==> src/rtl/pms_pkg.sv <==
// Shared types, codes and constants of the Post machine step block.
package pms_pkg;

  localparam int TAPE_CELLS_DEF    = 1024;
  localparam int PROGRAM_LINES_DEF = 256;

  localparam int KIND_W     = 3;
  localparam int ADDR_W     = 10;
  localparam int OP_W       = 3;
  localparam int LINE_W     = 9;
  localparam int STATUS_W   = 2;
  localparam int TLEN_W     = 11;
  localparam int PLEN_W     = 9;
  localparam int CFG_IDX_W  = 1;
  localparam int CFG_DATA_W = 11;

  // Configuration register indexes
  localparam logic [CFG_IDX_W-1:0] CFG_TAPE_LEN = 1'd0;
  localparam logic [CFG_IDX_W-1:0] CFG_PROG_LEN = 1'd1;

  localparam logic [TLEN_W-1:0] TAPE_LEN_RST = 11'd1024;
  localparam logic [PLEN_W-1:0] PROG_LEN_RST = 9'd0;
  localparam logic [LINE_W-1:0] LINE_RST     = 9'd1;

  typedef enum logic [KIND_W-1:0] {
    KIND_WR_TAPE  = 3'd0,
    KIND_WR_PROG  = 3'd1,
    KIND_SET_HEAD = 3'd2,
    KIND_STEP     = 3'd3,
    KIND_READ     = 3'd4
  } kind_t;

  typedef enum logic [OP_W-1:0] {
    OP_TEST  = 3'd0,
    OP_RIGHT = 3'd1,
    OP_LEFT  = 3'd2,
    OP_ERASE = 3'd3,
    OP_MARK  = 3'd4,
    OP_PRINT = 3'd5,
    OP_HALT  = 3'd6,
    OP_BAD   = 3'd7
  } op_t;

  typedef enum logic [STATUS_W-1:0] {
    ST_RUN      = 2'd0,
    ST_HALT     = 2'd1,
    ST_LINE_ERR = 2'd2,
    ST_BAD_OP   = 2'd3
  } status_t;

  typedef struct packed {
    op_t               op;
    logic [LINE_W-1:0] target_a;
    logic [LINE_W-1:0] target_b;
  } line_t;

  // Write strobes and one-bit results of the step logic
  typedef struct packed {
    logic tape_we;
    logic tape_wd;
    logic prog_we;
    logic head_bit;
    logic read_bit;
  } exec_ctl_t;

endpackage

==> src/rtl/pms_tape_ram.sv <==
// Tape memory: one write port, two registered read ports with write bypass.
module pms_tape_ram #(
  parameter int  DEPTH = pms_pkg::TAPE_CELLS_DEF,
  localparam int AW    = $clog2(DEPTH)
) (
  input  logic          clk,
  input  logic          we,
  input  logic [AW-1:0] waddr,
  input  logic          wdata,
  input  logic [AW-1:0] raddr0,
  input  logic [AW-1:0] raddr1,
  output logic          rdata0,
  output logic          rdata1
);

  logic mem [DEPTH];
  logic q0_r;
  logic q1_r;
  logic fwd0_r;
  logic fwd1_r;
  logic wd_r;

  always_ff @(posedge clk) begin
    if (we) begin
      mem[waddr] <= wdata;
    end
    q0_r   <= mem[raddr0];
    q1_r   <= mem[raddr1];
    fwd0_r <= we && (waddr == raddr0);
    fwd1_r <= we && (waddr == raddr1);
    wd_r   <= wdata;
  end

  // take the new value when the same cell was written during the read
  assign rdata0 = fwd0_r ? wd_r : q0_r;
  assign rdata1 = fwd1_r ? wd_r : q1_r;

endmodule

==> config.mk <==
export PLATFORM = sky130hd
export DESIGN_NAME = pms_tape_ram
export DESIGN_NICKNAME = d
export VERILOG_FILES = /design/src/rtl/pms_pkg.sv /design/src/rtl/pms_tape_ram.sv
export SDC_FILE = /design/constraint.sdc
export NUM_CORES = 2
export LEC_CHECK = 0
export ABC_AREA = 1
export BUFFER_PORTS_ARGS = -buffer_cell sky130_fd_sc_hd__buf_2
export CAP_MARGIN = 20
export CORE_UTILIZATION = 45
export CTS_BUF_LIST = sky130_fd_sc_hd__clkbuf_16
export CTS_CLUSTER_DIAMETER = 120
export DETAILED_ROUTE_END_ITERATION = 8
export PLACE_DENSITY = 0.59
export SLEW_MARGIN = 20
export SYNTH_ARGS = -nofsm -noshare
export SYNTH_HDL_FRONTEND = slang
export SYNTH_SLANG_ARGS = --single-unit
==> constraint.sdc <==
create_clock -name clk -period 4.41 [get_ports clk]
set_clock_uncertainty 0.1 [all_clocks]
set_input_delay 0.2205 -clock clk [delete_from_list [all_inputs] [get_ports clk]]
set_output_delay 0.2205 -clock clk [all_outputs]
set_load 0.1 [all_outputs]
==> Flow_metrics.wiki <==
{| class="wikitable"
! Metric !! Value
|-
| Run status || complete, no violations
|-
| Number of buffers and inverters on the critical path || 5
|-
| Net total in the final layout || 6735
|-
| DRC marker count from the first detailed-route iteration || 7409
|-
| Setup Buffers After CTS || 0
|-
| Number of cells upsized or downsized after cts || 0
|-
| Number of cells in the finished layout apart from fillers || 8438
|-
| Number of hold buffers added after CTS || 11
|-
| Root cell of the clock tree || clkbuf_16
|-
| Maximum operating frequency || 265 MHz
|-
| Worst-path cell chain || buf_6 > inv_6 > buf_12 > nand3_1 > nand3_1 > nand3_1 > nand3_1 > nand3_1 > nand2_1 > nand2_1 > nand3_1 > nand3_1 > dlygate4sd3_1 > nand2_1 > dlygate4sd3_1
|-
| Fraction of final layout cells sized beyond drive strength 1 || 5.94%
|-
| Average footprint of a synthesized cell || 8.13 um2
|-
| Unrepaired setup endpoints after global routing || no
|-
| Setup total negative slack || 0 ns
|-
| Number of instances in the placed design || 8224
|-
| Final period utilization || 85.7%
|-
| Post-route minimum period || 3.78 ns
|-
| Die Area || 128000 um2
|-
| Switching component of the power || 0.00597 W
|-
| Remaining antenna violation count || 0
|-
| Maximum number of pins on one net before global-route repair || 167
|-
| Insertion delay of the later-clocked pin in the worst-skew pair || 0.77 ns
|-
| Fin. Hold Viols || 0
|-
| Power share of the clock group || 40.8%
|-
| Final Power || 0.0223 W
|-
| Area delta synth->final || 7.90%
|-
| Gate family responsible for the most delay along the worst path || buffers and inverters
|-
| Synth Register Bits || 1029
|-
| Estimated wirelength of the detail-placed design || 115000 um
|-
| Static Leakage || 21.8 nW
|-
| Slowest cell on the critical path || inv_6
|-
| Number of vias after detailed routing || 52.6k
|-
| Max-Slew Margin vs Limit || 18.7%
|-
| Required time of the critical path || 5.00 ns
|-
| Seq/Total Area, Yosys || 54.2%
|-
| Leftover overflow at the end of global routing || 0
|-
| Wire length of the first global-routing pass || 324000 um
|-
| Global-route total usage across every layer || 34.2%
|-
| Total routed wirelength || 223000 um
|-
| Max Buffers Root-to-Sink || 3
|-
| Cell area after technology mapping || 56900 um2
|-
| IO Count || 35
|-
| VDD IR max || 0.000305 V
|-
| Slowest stage delay, CP || 0.77 ns
|-
| Proportion of netlist area held by the largest area contributor || 54.0%
|-
| Number of clock buffers inserted by TritonCTS || 115
|-
| Clock-pin slew reported for the worst setup and hold paths after clock tree synthesis || 0.06 ns
|-
| Comb power frac || 11.0%
|-
| Largest driver fanout on the critical path || 80
|-
| Gate count of the mapped netlist || 7007
|-
| Cell type with the highest aggregate area in the netlist || edfxtp_1
|-
| Pre-Repair DR Iteration Count || 8
|-
| Top area cells in the synthesized netlist || edfxtp_1 54%, nand3_1 18%, nand2_1 14%
|-
| Clock tree from TritonCTS || yes
|-
| Worst Path Class, Setup || in2reg
|-
| Worst-Margin Slew || 1.21 ns
|-
| Worst min path class || in2reg
|-
| Vias per Instance || 6.23
|-
| Gp weighted congestion || 0.871
|-
| Cell seen most often among critical-path stages || nand3_1
|-
| Total setup violations reported at the end of the flow || 0
|-
| Number of max-cap violations || 0
|-
| Number of sinks on the clock net || 1029
|-
| Post-synth net total || 7040
|-
| Data arrival, critical path || 4.37 ns
|-
| Via count of the first global-routing pass || 49.1k
|-
| Count of pins over their slew limit || 0
|-
| Cell-internal power || 0.0164 W
|-
| H-tree lvl count || 3
|-
| Die Wd || 358 um
|-
| Row count || 130
|-
| Startpoint Class || input pin
|-
| Power per standard cell area || 364 nW/um2
|-
| Number of input and output port buffers inserted || 34
|-
| Placeable Area || 126000 um2
|-
| DR WL/cell || 26.4 um
|-
| Crit path capture type || flip-flop
|-
| Yosys warning count || 0
|-
| Seq pwr share || 48.2%
|-
| Count of unique library cells instantiated by Yosys || 26
|-
| Remaining design rule violation count || 0
|-
| Die Y || 358 um
|-
| Switching fraction of total power || 26.7%
|-
| Starting density of the core || 45.3%
|-
| Antenna violations before repair || 6
|}
power groups by stage:
stage               Sequential, W  Combinational [W]  Clock [W]
finish                     0.0108            0.00246    0.00910
global route               0.0108            0.00259    0.00953
CTS                        0.0108            0.00238    0.00916
detailed placement         0.0110            0.00236          0
global placement           0.0110            0.00235          0
floorplan                  0.0110            0.00145          0
synth_stat cells:
cell       count
nand2_1     2145
nand3_1     2035
nor2_1      1042
edfxtp_1    1024
buf_2        287
clkbuf_1     198
buf_1         58
buf_4         48
inv_1         47
buf_6         39
nor3_1        23
o22ai_1       10
buf_8          9
xor2_1         8
nand4_1        7
dfxtp_1        5
clkinv_1       4
nor4_1         4
inv_2          3
a2111oi_0      2
clkbuf_2       2
mux2_2         2
o21ai_0        2
inv_6          1
inv_8          1
nor3_2         1
kinds of logic (layout without fill, tap and decap cells):
| kind of cell | Yosys count | in the layout | synth area share, % |
|---|---|---|---|
| flip-flops | 1029 | 1029 | 54.2 |
| buffers and inverters | 697 | 477 | 6.26 |
| AND/OR/NAND/NOR | 5257 | 5257 | 39.2 |
| AO/OA/AOI/OAI | 14 | 14 | 0.158 |
| other | 0 | 1 | 0 |
| XOR/XNOR | 8 | 8 | 0.123 |
| multiplexers | 2 | 2 | 0.0396 |
worst reg2reg max path, delay by kind of cell (launching register included):
| kind | cells | cell delay [ns] |
|---|---|---|
| buf+inv | 2 | 1.10 |
| flops | 1 | 0.39 |
| simple gates | 12 | 1.60 |
final cells by class:
class	count	area (um2)
clock inverter	86	541
sequential	1029	30800
inverter	56	293
clock buffer	116	2900
multi-input combinational	5281	22600
timing repair buffer	219	2150
fill	12000	64100
tap	1650	2060
antenna	1	2.50
layer usage:
metal,vias to the layer above,track usage [%],wire [um]
met5,-,0,40
li1,23000,-,-
met4,8,18.5,12500
met3,731,7.46,26500
met1,25200,44.8,83600
met2,3561,53.0,99800
sequential cells by signal, summed over array words and instances (netlist names):
| name | cells |
|---|---|
| q1_r | 1 |
| q0_r | 1 |
| fwd0_r | 1 |
| mem | 1024 |
| fwd1_r | 1 |
| wd_r | 1 |
cells in the final DEF (no fill, tap or decap):
| cell type | netlist | final |
|---|---|---|
| mux2_2 | 2 | 2 |
| clkinv_2 | 0 | 22 |
| buf_8 | 9 | 5 |
| o22ai_1 | 10 | 10 |
| inv_8 | 1 | 2 |
| nand2_2 | 0 | 23 |
| clkinv_16 | 0 | 2 |
| inv_2 | 3 | 3 |
| nand4_1 | 7 | 7 |
| buf_16 | 0 | 1 |
| inv_6 | 1 | 5 |
| nand3_4 | 0 | 3 |
| xor2_1 | 8 | 8 |
| inv_4 | 0 | 2 |
| buf_12 | 0 | 38 |
| a2111oi_0 | 2 | 2 |
| nor3_2 | 1 | 4 |
| buf_2 | 287 | 25 |
| buf_4 | 48 | 137 |
| bufinv_16 | 0 | 5 |
| buf_6 | 39 | 2 |
| clkbuf_16 | 0 | 116 |
| inv_1 | 47 | 67 |
| nand2_1 | 2145 | 2122 |
| clkinv_8 | 0 | 1 |
| clkinvlp_4 | 0 | 4 |
| clkinv_1 | 4 | 28 |
| diode_2 | 0 | 1 |
| dfxtp_1 | 5 | 5 |
| nor2_1 | 1042 | 1042 |
| dlygate4sd3_1 | 0 | 11 |
| edfxtp_1 | 1024 | 1024 |
| nor4_1 | 4 | 4 |
| nand3_1 | 2035 | 2032 |
| o21ai_0 | 2 | 2 |
| inv_16 | 0 | 1 |
| nor3_1 | 23 | 20 |
path summary, 6_finish.rpt:
| path | cells after the start | endpoint | from | slack [ns] |
|---|---|---|---|---|
| max | 15 | q1_r | raddr1[2] | 0.63 |
| min | 3 | mem[692] | waddr[2] | 0.05 |
| max reg2reg | 14 | q1_r | mem[957] | 1.09 |
| min reg2reg | 13 | q1_r | mem[468] | 1.60 |
through the flow:
stage               area (um2)  hold WS (ns)  utilization [%]  worst slack, ns
finish                   61400        0.0472             48.9            0.631
global route             61400        0.0725             48.9            0.473
CTS                      61400       0.00805             48.9            0.842
detailed placement       57900         0.499             46.1             1.13
global placement         57900         0.505             46.1             1.10
floorplan                56900         0.148                -             2.59
Note: power is estimated with default switching activity, not from simulation.
