File: config.mk
export PLATFORM = sky130hd
export DESIGN_NAME = pms_exec
export DESIGN_NICKNAME = d
export VERILOG_FILES = /design/src/rtl/pms_pkg.sv /design/src/rtl/pms_exec.sv
export SDC_FILE = /design/constraint.sdc
export NUM_CORES = 1
export LEC_CHECK = 0
export CAP_MARGIN = 20
export CORE_MARGIN = 2
export CORE_UTILIZATION = 35
export DETAILED_ROUTE_END_ITERATION = 10
export DONT_BUFFER_PORTS = 1
export GPL_TIMING_DRIVEN = 0
export SYNTH_ARGS = -nofsm -noshare
export SYNTH_HDL_FRONTEND = slang
export SYNTH_SLANG_ARGS = --single-unit
File: constraint.sdc
create_clock -name vclk -period 4.8
set_input_delay 0.96 -clock vclk [all_inputs]
set_output_delay 0.96 -clock vclk [all_outputs]
set_load 0.03 [all_outputs]
File: src/rtl/pms_pkg.sv
// Shared types, codes and constants of the Post machine step block.
package pms_pkg;

  localparam int TAPE_CELLS_DEF    = 1024;
  localparam int PROGRAM_LINES_DEF = 256;

  localparam int KIND_W     = 3;
  localparam int ADDR_W     = 10;
  localparam int OP_W       = 3;
  localparam int LINE_W     = 9;
  localparam int STATUS_W   = 2;
  localparam int TLEN_W     = 11;
  localparam int PLEN_W     = 9;
  localparam int CFG_IDX_W  = 1;
  localparam int CFG_DATA_W = 11;

  // Configuration register indexes
  localparam logic [CFG_IDX_W-1:0] CFG_TAPE_LEN = 1'd0;
  localparam logic [CFG_IDX_W-1:0] CFG_PROG_LEN = 1'd1;

  localparam logic [TLEN_W-1:0] TAPE_LEN_RST = 11'd1024;
  localparam logic [PLEN_W-1:0] PROG_LEN_RST = 9'd0;
  localparam logic [LINE_W-1:0] LINE_RST     = 9'd1;

  typedef enum logic [KIND_W-1:0] {
    KIND_WR_TAPE  = 3'd0,
    KIND_WR_PROG  = 3'd1,
    KIND_SET_HEAD = 3'd2,
    KIND_STEP     = 3'd3,
    KIND_READ     = 3'd4
  } kind_t;

  typedef enum logic [OP_W-1:0] {
    OP_TEST  = 3'd0,
    OP_RIGHT = 3'd1,
    OP_LEFT  = 3'd2,
    OP_ERASE = 3'd3,
    OP_MARK  = 3'd4,
    OP_PRINT = 3'd5,
    OP_HALT  = 3'd6,
    OP_BAD   = 3'd7
  } op_t;

  typedef enum logic [STATUS_W-1:0] {
    ST_RUN      = 2'd0,
    ST_HALT     = 2'd1,
    ST_LINE_ERR = 2'd2,
    ST_BAD_OP   = 2'd3
  } status_t;

  typedef struct packed {
    op_t               op;
    logic [LINE_W-1:0] target_a;
    logic [LINE_W-1:0] target_b;
  } line_t;

  // Write strobes and one-bit results of the step logic
  typedef struct packed {
    logic tape_we;
    logic tape_wd;
    logic prog_we;
    logic head_bit;
    logic read_bit;
  } exec_ctl_t;

endpackage

File: src/rtl/pms_exec.sv
// Step logic: next machine state and memory writes for one request.
module pms_exec #(
  parameter int  TAPE_CELLS    = pms_pkg::TAPE_CELLS_DEF,
  parameter int  PROGRAM_LINES = pms_pkg::PROGRAM_LINES_DEF,
  localparam int HEAD_W        = $clog2(TAPE_CELLS),
  localparam int PIDX_W        = $clog2(PROGRAM_LINES)
) (
  input  logic [pms_pkg::KIND_W-1:0] kind,
  input  logic [pms_pkg::ADDR_W-1:0] addr,
  input  logic                       bit_value,
  input  logic [pms_pkg::OP_W-1:0]   opcode,
  input  logic [pms_pkg::LINE_W-1:0] target_a,
  input  logic [pms_pkg::LINE_W-1:0] target_b,
  input  logic [pms_pkg::TLEN_W-1:0] tape_len,
  input  logic [pms_pkg::PLEN_W-1:0] prog_len,
  input  logic [HEAD_W-1:0]          head,
  input  logic [pms_pkg::LINE_W-1:0] line,
  input  pms_pkg::status_t           status,
  input  logic                       head_bit,
  input  pms_pkg::line_t             pline,
  input  logic                       rd0,
  input  logic                       rd1,
  output logic [HEAD_W-1:0]          head_nxt,
  output logic [pms_pkg::LINE_W-1:0] line_nxt,
  output pms_pkg::status_t           status_nxt,
  output pms_pkg::exec_ctl_t         ctl,
  output logic [HEAD_W-1:0]          tape_waddr,
  output logic [PIDX_W-1:0]          prog_waddr,
  output pms_pkg::line_t             prog_wdata
);

  import pms_pkg::*;

  localparam int LEN_W = $clog2(TAPE_CELLS + 1);
  localparam int PL_W  = $clog2(PROGRAM_LINES + 1);

  logic [LEN_W-1:0]  eff_len;
  logic [PL_W-1:0]   eff_prog;
  logic [HEAD_W:0]   head_inc;
  logic              tape_in_range;
  logic              prog_in_range;
  logic              line_bad;
  logic [LINE_W-1:0] ta_fix;

  always_comb begin
    if (tape_len == '0) begin
      eff_len = LEN_W'(1);
    end else if (tape_len > TAPE_CELLS) begin
      eff_len = LEN_W'(TAPE_CELLS);
    end else begin
      eff_len = LEN_W'(tape_len);
    end
    if (prog_len > PROGRAM_LINES) begin
      eff_prog = PL_W'(PROGRAM_LINES);
    end else begin
      eff_prog = PL_W'(prog_len);
    end
  end

  assign head_inc      = {1'b0, head} + (HEAD_W + 1)'(1);
  assign tape_in_range = addr < TAPE_CELLS;
  assign prog_in_range = (addr != '0) && (addr <= PROGRAM_LINES);
  assign line_bad      = (line == '0) || (line > eff_prog);
  // a zero next line falls through to the following line
  assign ta_fix        = (target_a == '0) ? LINE_W'(addr + 10'd1) : target_a;

  always_comb begin
    head_nxt     = head;
    line_nxt     = line;
    status_nxt   = status;
    ctl          = '0;
    ctl.head_bit = head_bit;
    tape_waddr   = head;
    prog_waddr   = PIDX_W'(addr - 10'd1);
    prog_wdata   = '{op: op_t'(opcode), target_a: ta_fix, target_b: target_b};
    unique case (kind_t'(kind))
      KIND_WR_TAPE: begin
        if (tape_in_range) begin
          ctl.tape_we = 1'b1;
          ctl.tape_wd = bit_value;
          tape_waddr  = HEAD_W'(addr);
          if (addr == head) begin
            ctl.head_bit = bit_value;
          end
        end
      end
      KIND_WR_PROG: begin
        ctl.prog_we = prog_in_range;
      end
      KIND_SET_HEAD: begin
        if (addr < eff_len) begin
          head_nxt     = HEAD_W'(addr);
          ctl.head_bit = rd0;
        end
      end
      KIND_STEP: begin
        if (status == ST_RUN) begin
          if (line_bad) begin
            status_nxt = ST_LINE_ERR;
          end else begin
            unique case (pline.op)
              OP_TEST: begin
                line_nxt = head_bit ? pline.target_b : pline.target_a;
              end
              OP_RIGHT: begin
                if (head_inc < eff_len) begin
                  head_nxt     = head_inc[HEAD_W-1:0];
                  ctl.head_bit = rd1;
                end
                line_nxt = pline.target_a;
              end
              OP_LEFT: begin
                if (head != '0) begin
                  head_nxt     = head - HEAD_W'(1);
                  ctl.head_bit = rd0;
                end
                line_nxt = pline.target_a;
              end
              OP_ERASE: begin
                ctl.tape_we  = 1'b1;
                ctl.tape_wd  = 1'b0;
                ctl.head_bit = 1'b0;
                line_nxt     = pline.target_a;
              end
              OP_MARK: begin
                ctl.tape_we  = 1'b1;
                ctl.tape_wd  = 1'b1;
                ctl.head_bit = 1'b1;
                line_nxt     = pline.target_a;
              end
              OP_PRINT: begin
                line_nxt = pline.target_a;
              end
              OP_HALT: begin
                status_nxt = ST_HALT;
              end
              OP_BAD: begin
                status_nxt = ST_BAD_OP;
              end
            endcase
          end
        end
      end
      KIND_READ: begin
        ctl.read_bit = tape_in_range & rd0;
      end
      default: begin
      end
    endcase
  end

endmodule

==> Implementation_results.wiki <==
{| class="wikitable"
! Metric !! Value
|-
| Category of the worst setup path capture point || output port
|-
| RSZ-0062 raised after global routing || yes
|-
| Post-placement setup slack || -672.5 ps
|-
| Final core utilization || between 40% and 50%
|-
| DRC viols || 0
|-
| Layout cells sized above 1 || around a quarter
|-
| Category of the critical setup timing path || primary input to output port
|-
| Number of global-route vias before repair || a little over 3000
|-
| Yosys warning count || 0
|-
| Count of sequential standard cells || 0
|-
| Number of distinct library cells after synthesis || 65
|-
| Number of antenna repair diodes || 0
|-
| Buffer and inverter count on the worst path || 3
|-
| Most instantiated library cell after synthesis || sky130_fd_sc_hd__nand2_1
|-
| Final setup slack of the worst path || about 2.2 ps
|-
| Power density over the cells || approximately 100 nW/um2
|-
| Top cells by count, synth || sky130_fd_sc_hd__nand2_1, sky130_fd_sc_hd__ha_1, sky130_fd_sc_hd__clkbuf_1
|-
| Library cell appearing most often on the critical path || sky130_fd_sc_hd__buf_6
|-
| Slew at the pin closest to its max-slew limit || 1141 ps
|-
| Fraction of post-synthesis cell area in the top cell type by area || 14.54%
|-
| Mapped Area || approximately 2800 um2
|-
| Port Buf Inserts || 0
|-
| Worst hold slack || about 2000 ps
|-
| Average detailed-routed wire length per instance || just over 20 um
|-
| Post-layout nets || 573
|-
| CP startpoint kind || primary input
|-
| Number of antenna violations at the first check in global routing || 0
|-
| First-pass GRT wire length || between 15 and 20 mm
|-
| Routed wire length || 10.90 mm
|-
| Avg Cell Area, Syn || 6.743 um2
|-
| Post-route antenna net violation count || 0
|-
| Iteration-0 DRC count of the detailed router || between 300 and 400
|-
| Critical path's top delay family || compound AO/OA/AOI/OAI gates
|-
| Met3 track utilization from global routing || 4.093%
|-
| # setup viols final || 0
|-
| Sequential cell area fraction in the yosys report || 0%
|-
| Biggest area consumer among synthesized cells || sky130_fd_sc_hd__ha_1
|-
| I/O pin count || between 150 and 200
|-
| Headroom to the max-slew limit || between 20% and 30%
|-
| Leakage component of the power || 1.248 nW
|-
| Max FO, Critical Path || 10
|-
| VDD IR-drop max || around 26 uV
|-
| Multi-input logic area || around 3000 um2
|-
| Via count || 3464
|-
| Total of fill cells in the finished design || slightly below 800
|-
| GR Layer Usage met1 || between 30% and 40%
|-
| X dimension of the die || between 90 and 100 um
|-
| Highest clock rate || around 210 MHz
|-
| Net count after synthesis || 554
|-
| Remaining global-route overflow || 0
|-
| Setup TNS Final || 0 ps
|-
| Total Die Area || 8848 um2
|-
| Max-slew violation total from the final report || 0
|-
| Required time of the worst setup path || ~3800 ps
|-
| Critical Path Max Stage Delay || about 490 ps
|-
| Total area of sequential cells || 0 um2
|-
| Number of violations of the max-capacitance limit || 0
|-
| GRT Overall Usage || ~22%
|-
| Cell with the biggest individual delay on the critical path || sky130_fd_sc_hd__a221o_2
|-
| Hold Fails Final Rpt || 0
|-
| Mapped Cells || roughly 420
|-
| Status || finished, final reports clean
|-
| Initial DRT Pass Iterations || 5
|-
| Most used routing layer || met2
|-
| Floorplan Core Area || just under 8000 um2
|-
| Arrival time at the worst endpoint || 3840 ps
|-
| Area overhead of the layout relative to synthesis || 24.50%
|-
| Final min period || roughly 4800 ps
|-
| Weighted congestion reported at the end of routability-driven placement || between 0.9 and 1
|-
| Post-route clock period utilization || between 90% and 100%
|-
| Standard-cell rows || 32
|-
| Final-layout clock buffer total || 0
|-
| Cells traversed along the worst timing path || buf_12 > nand2_2 > nor2_4 > and3_4 > nand3_2 > xnor2_2 > ha_1 > nand4_1 > a2111oi_4 > a211oi_2 > and2_4 > buf_6 > buf_6 > a31oi_4 > o21ai_1 > a221o_2
|-
| Detail-routed via count per cell || approximately 6.4
|-
| Die Height || 94.07 um
|-
| HP Class || primary input to output port
|-
| Placed cell count || around 520
|-
| Initial cell density of the core || 36.36%
|-
| Half-perimeter wire length after detailed placement || ~8.4 mm
|-
| Post-route insts no fill || 540
|-
| Maximum number of pins on one net before global-route repair || 11
|-
| Met2 track demand over resource || 36.37%
|-
| Main area contributors after synthesis || sky130_fd_sc_hd__ha_1, sky130_fd_sc_hd__nand2_1, sky130_fd_sc_hd__xor2_1, sky130_fd_sc_hd__o21ai_0, sky130_fd_sc_hd__mux2_2
|}
[kinds of logic (layout without fill, tap and decap cells)]
| family | count (synthesis) | count (layout) | share of synthesized area (%) |
|---|---|---|---|
| adders and majority gates | 33 | 33 | 14.54 |
| AOI/OAI and AO/OA | 110 | 110 | 26.66 |
| xor gates and xnor gates | 34 | 34 | 10.49 |
| buffers and inverters | 56 | 73 | 9.299 |
| and+or+nand+nor | 167 | 167 | 31.12 |
| muxes | 21 | 21 | 7.889 |
[through the flow]
step	power [mW]	instance area, um2
after floorplan	0.2526	2919
after global placement	0.2995	3047
after detailed placement	0.3038	3052
after CTS	0.3221	3248
after global routing	0.3807	3535
final	0.3541	3535
[layout make-up]
| type | instances | share of cell area [%] |
|---|---|---|
| repair buffers | 18 | 3.965 |
| plain buffers | 43 | 7.717 |
| well taps | 102 | 3.611 |
| inverters | 12 | 1.274 |
| multi-input cells | 365 | 83.43 |
[worst paths after layout]
kind | startpoint | end | slack [ps] | depth (start not counted)
max | head[3] | ctl[1] | 2 | 16
min | kind[1] | ctl[0] | 2040 | 1
[metal layers]
metal | share of wire (%) | vias to the layer above
li1 | - | 1614
met1 | 42 | 1628
met2 | 46 | 198
met3 | 9.9 | 24
met4 | 1.9 | 0
met5 | 0 | -
[power breakdown]
group / switching [mW] / internal [mW]
combinational: 0.230 / 0.124
sequential: 0 / 0
clock: 0 / 0
[cell usage in the layout, fill, tap and decap left out, drive strengths merged, types with 7 or more instances in the layout]
cell type   n
nand2      50
buf        36
ha         33
o21ai      27
clkbuf     25
nor2       23
xor2       21
a21oi      15
nor3       14
xnor2      13
nand3      13
nand4      12
inv        11
mux2       11
mux2i      10
o21bai     10
nor4       10
or4         7
o22ai       7
a211oi      7
[repair_timing]
action | in CTS | in global routing
buffers inserted | 7 | 10
resized for setup | 34 | 51
cloned | 0 | 0
endpoints found under the setup margin | 12 | 20
hold buffers | 0 | 0
pin swaps | 10 | 25
Note: power is estimated with default switching activity, not from simulation.
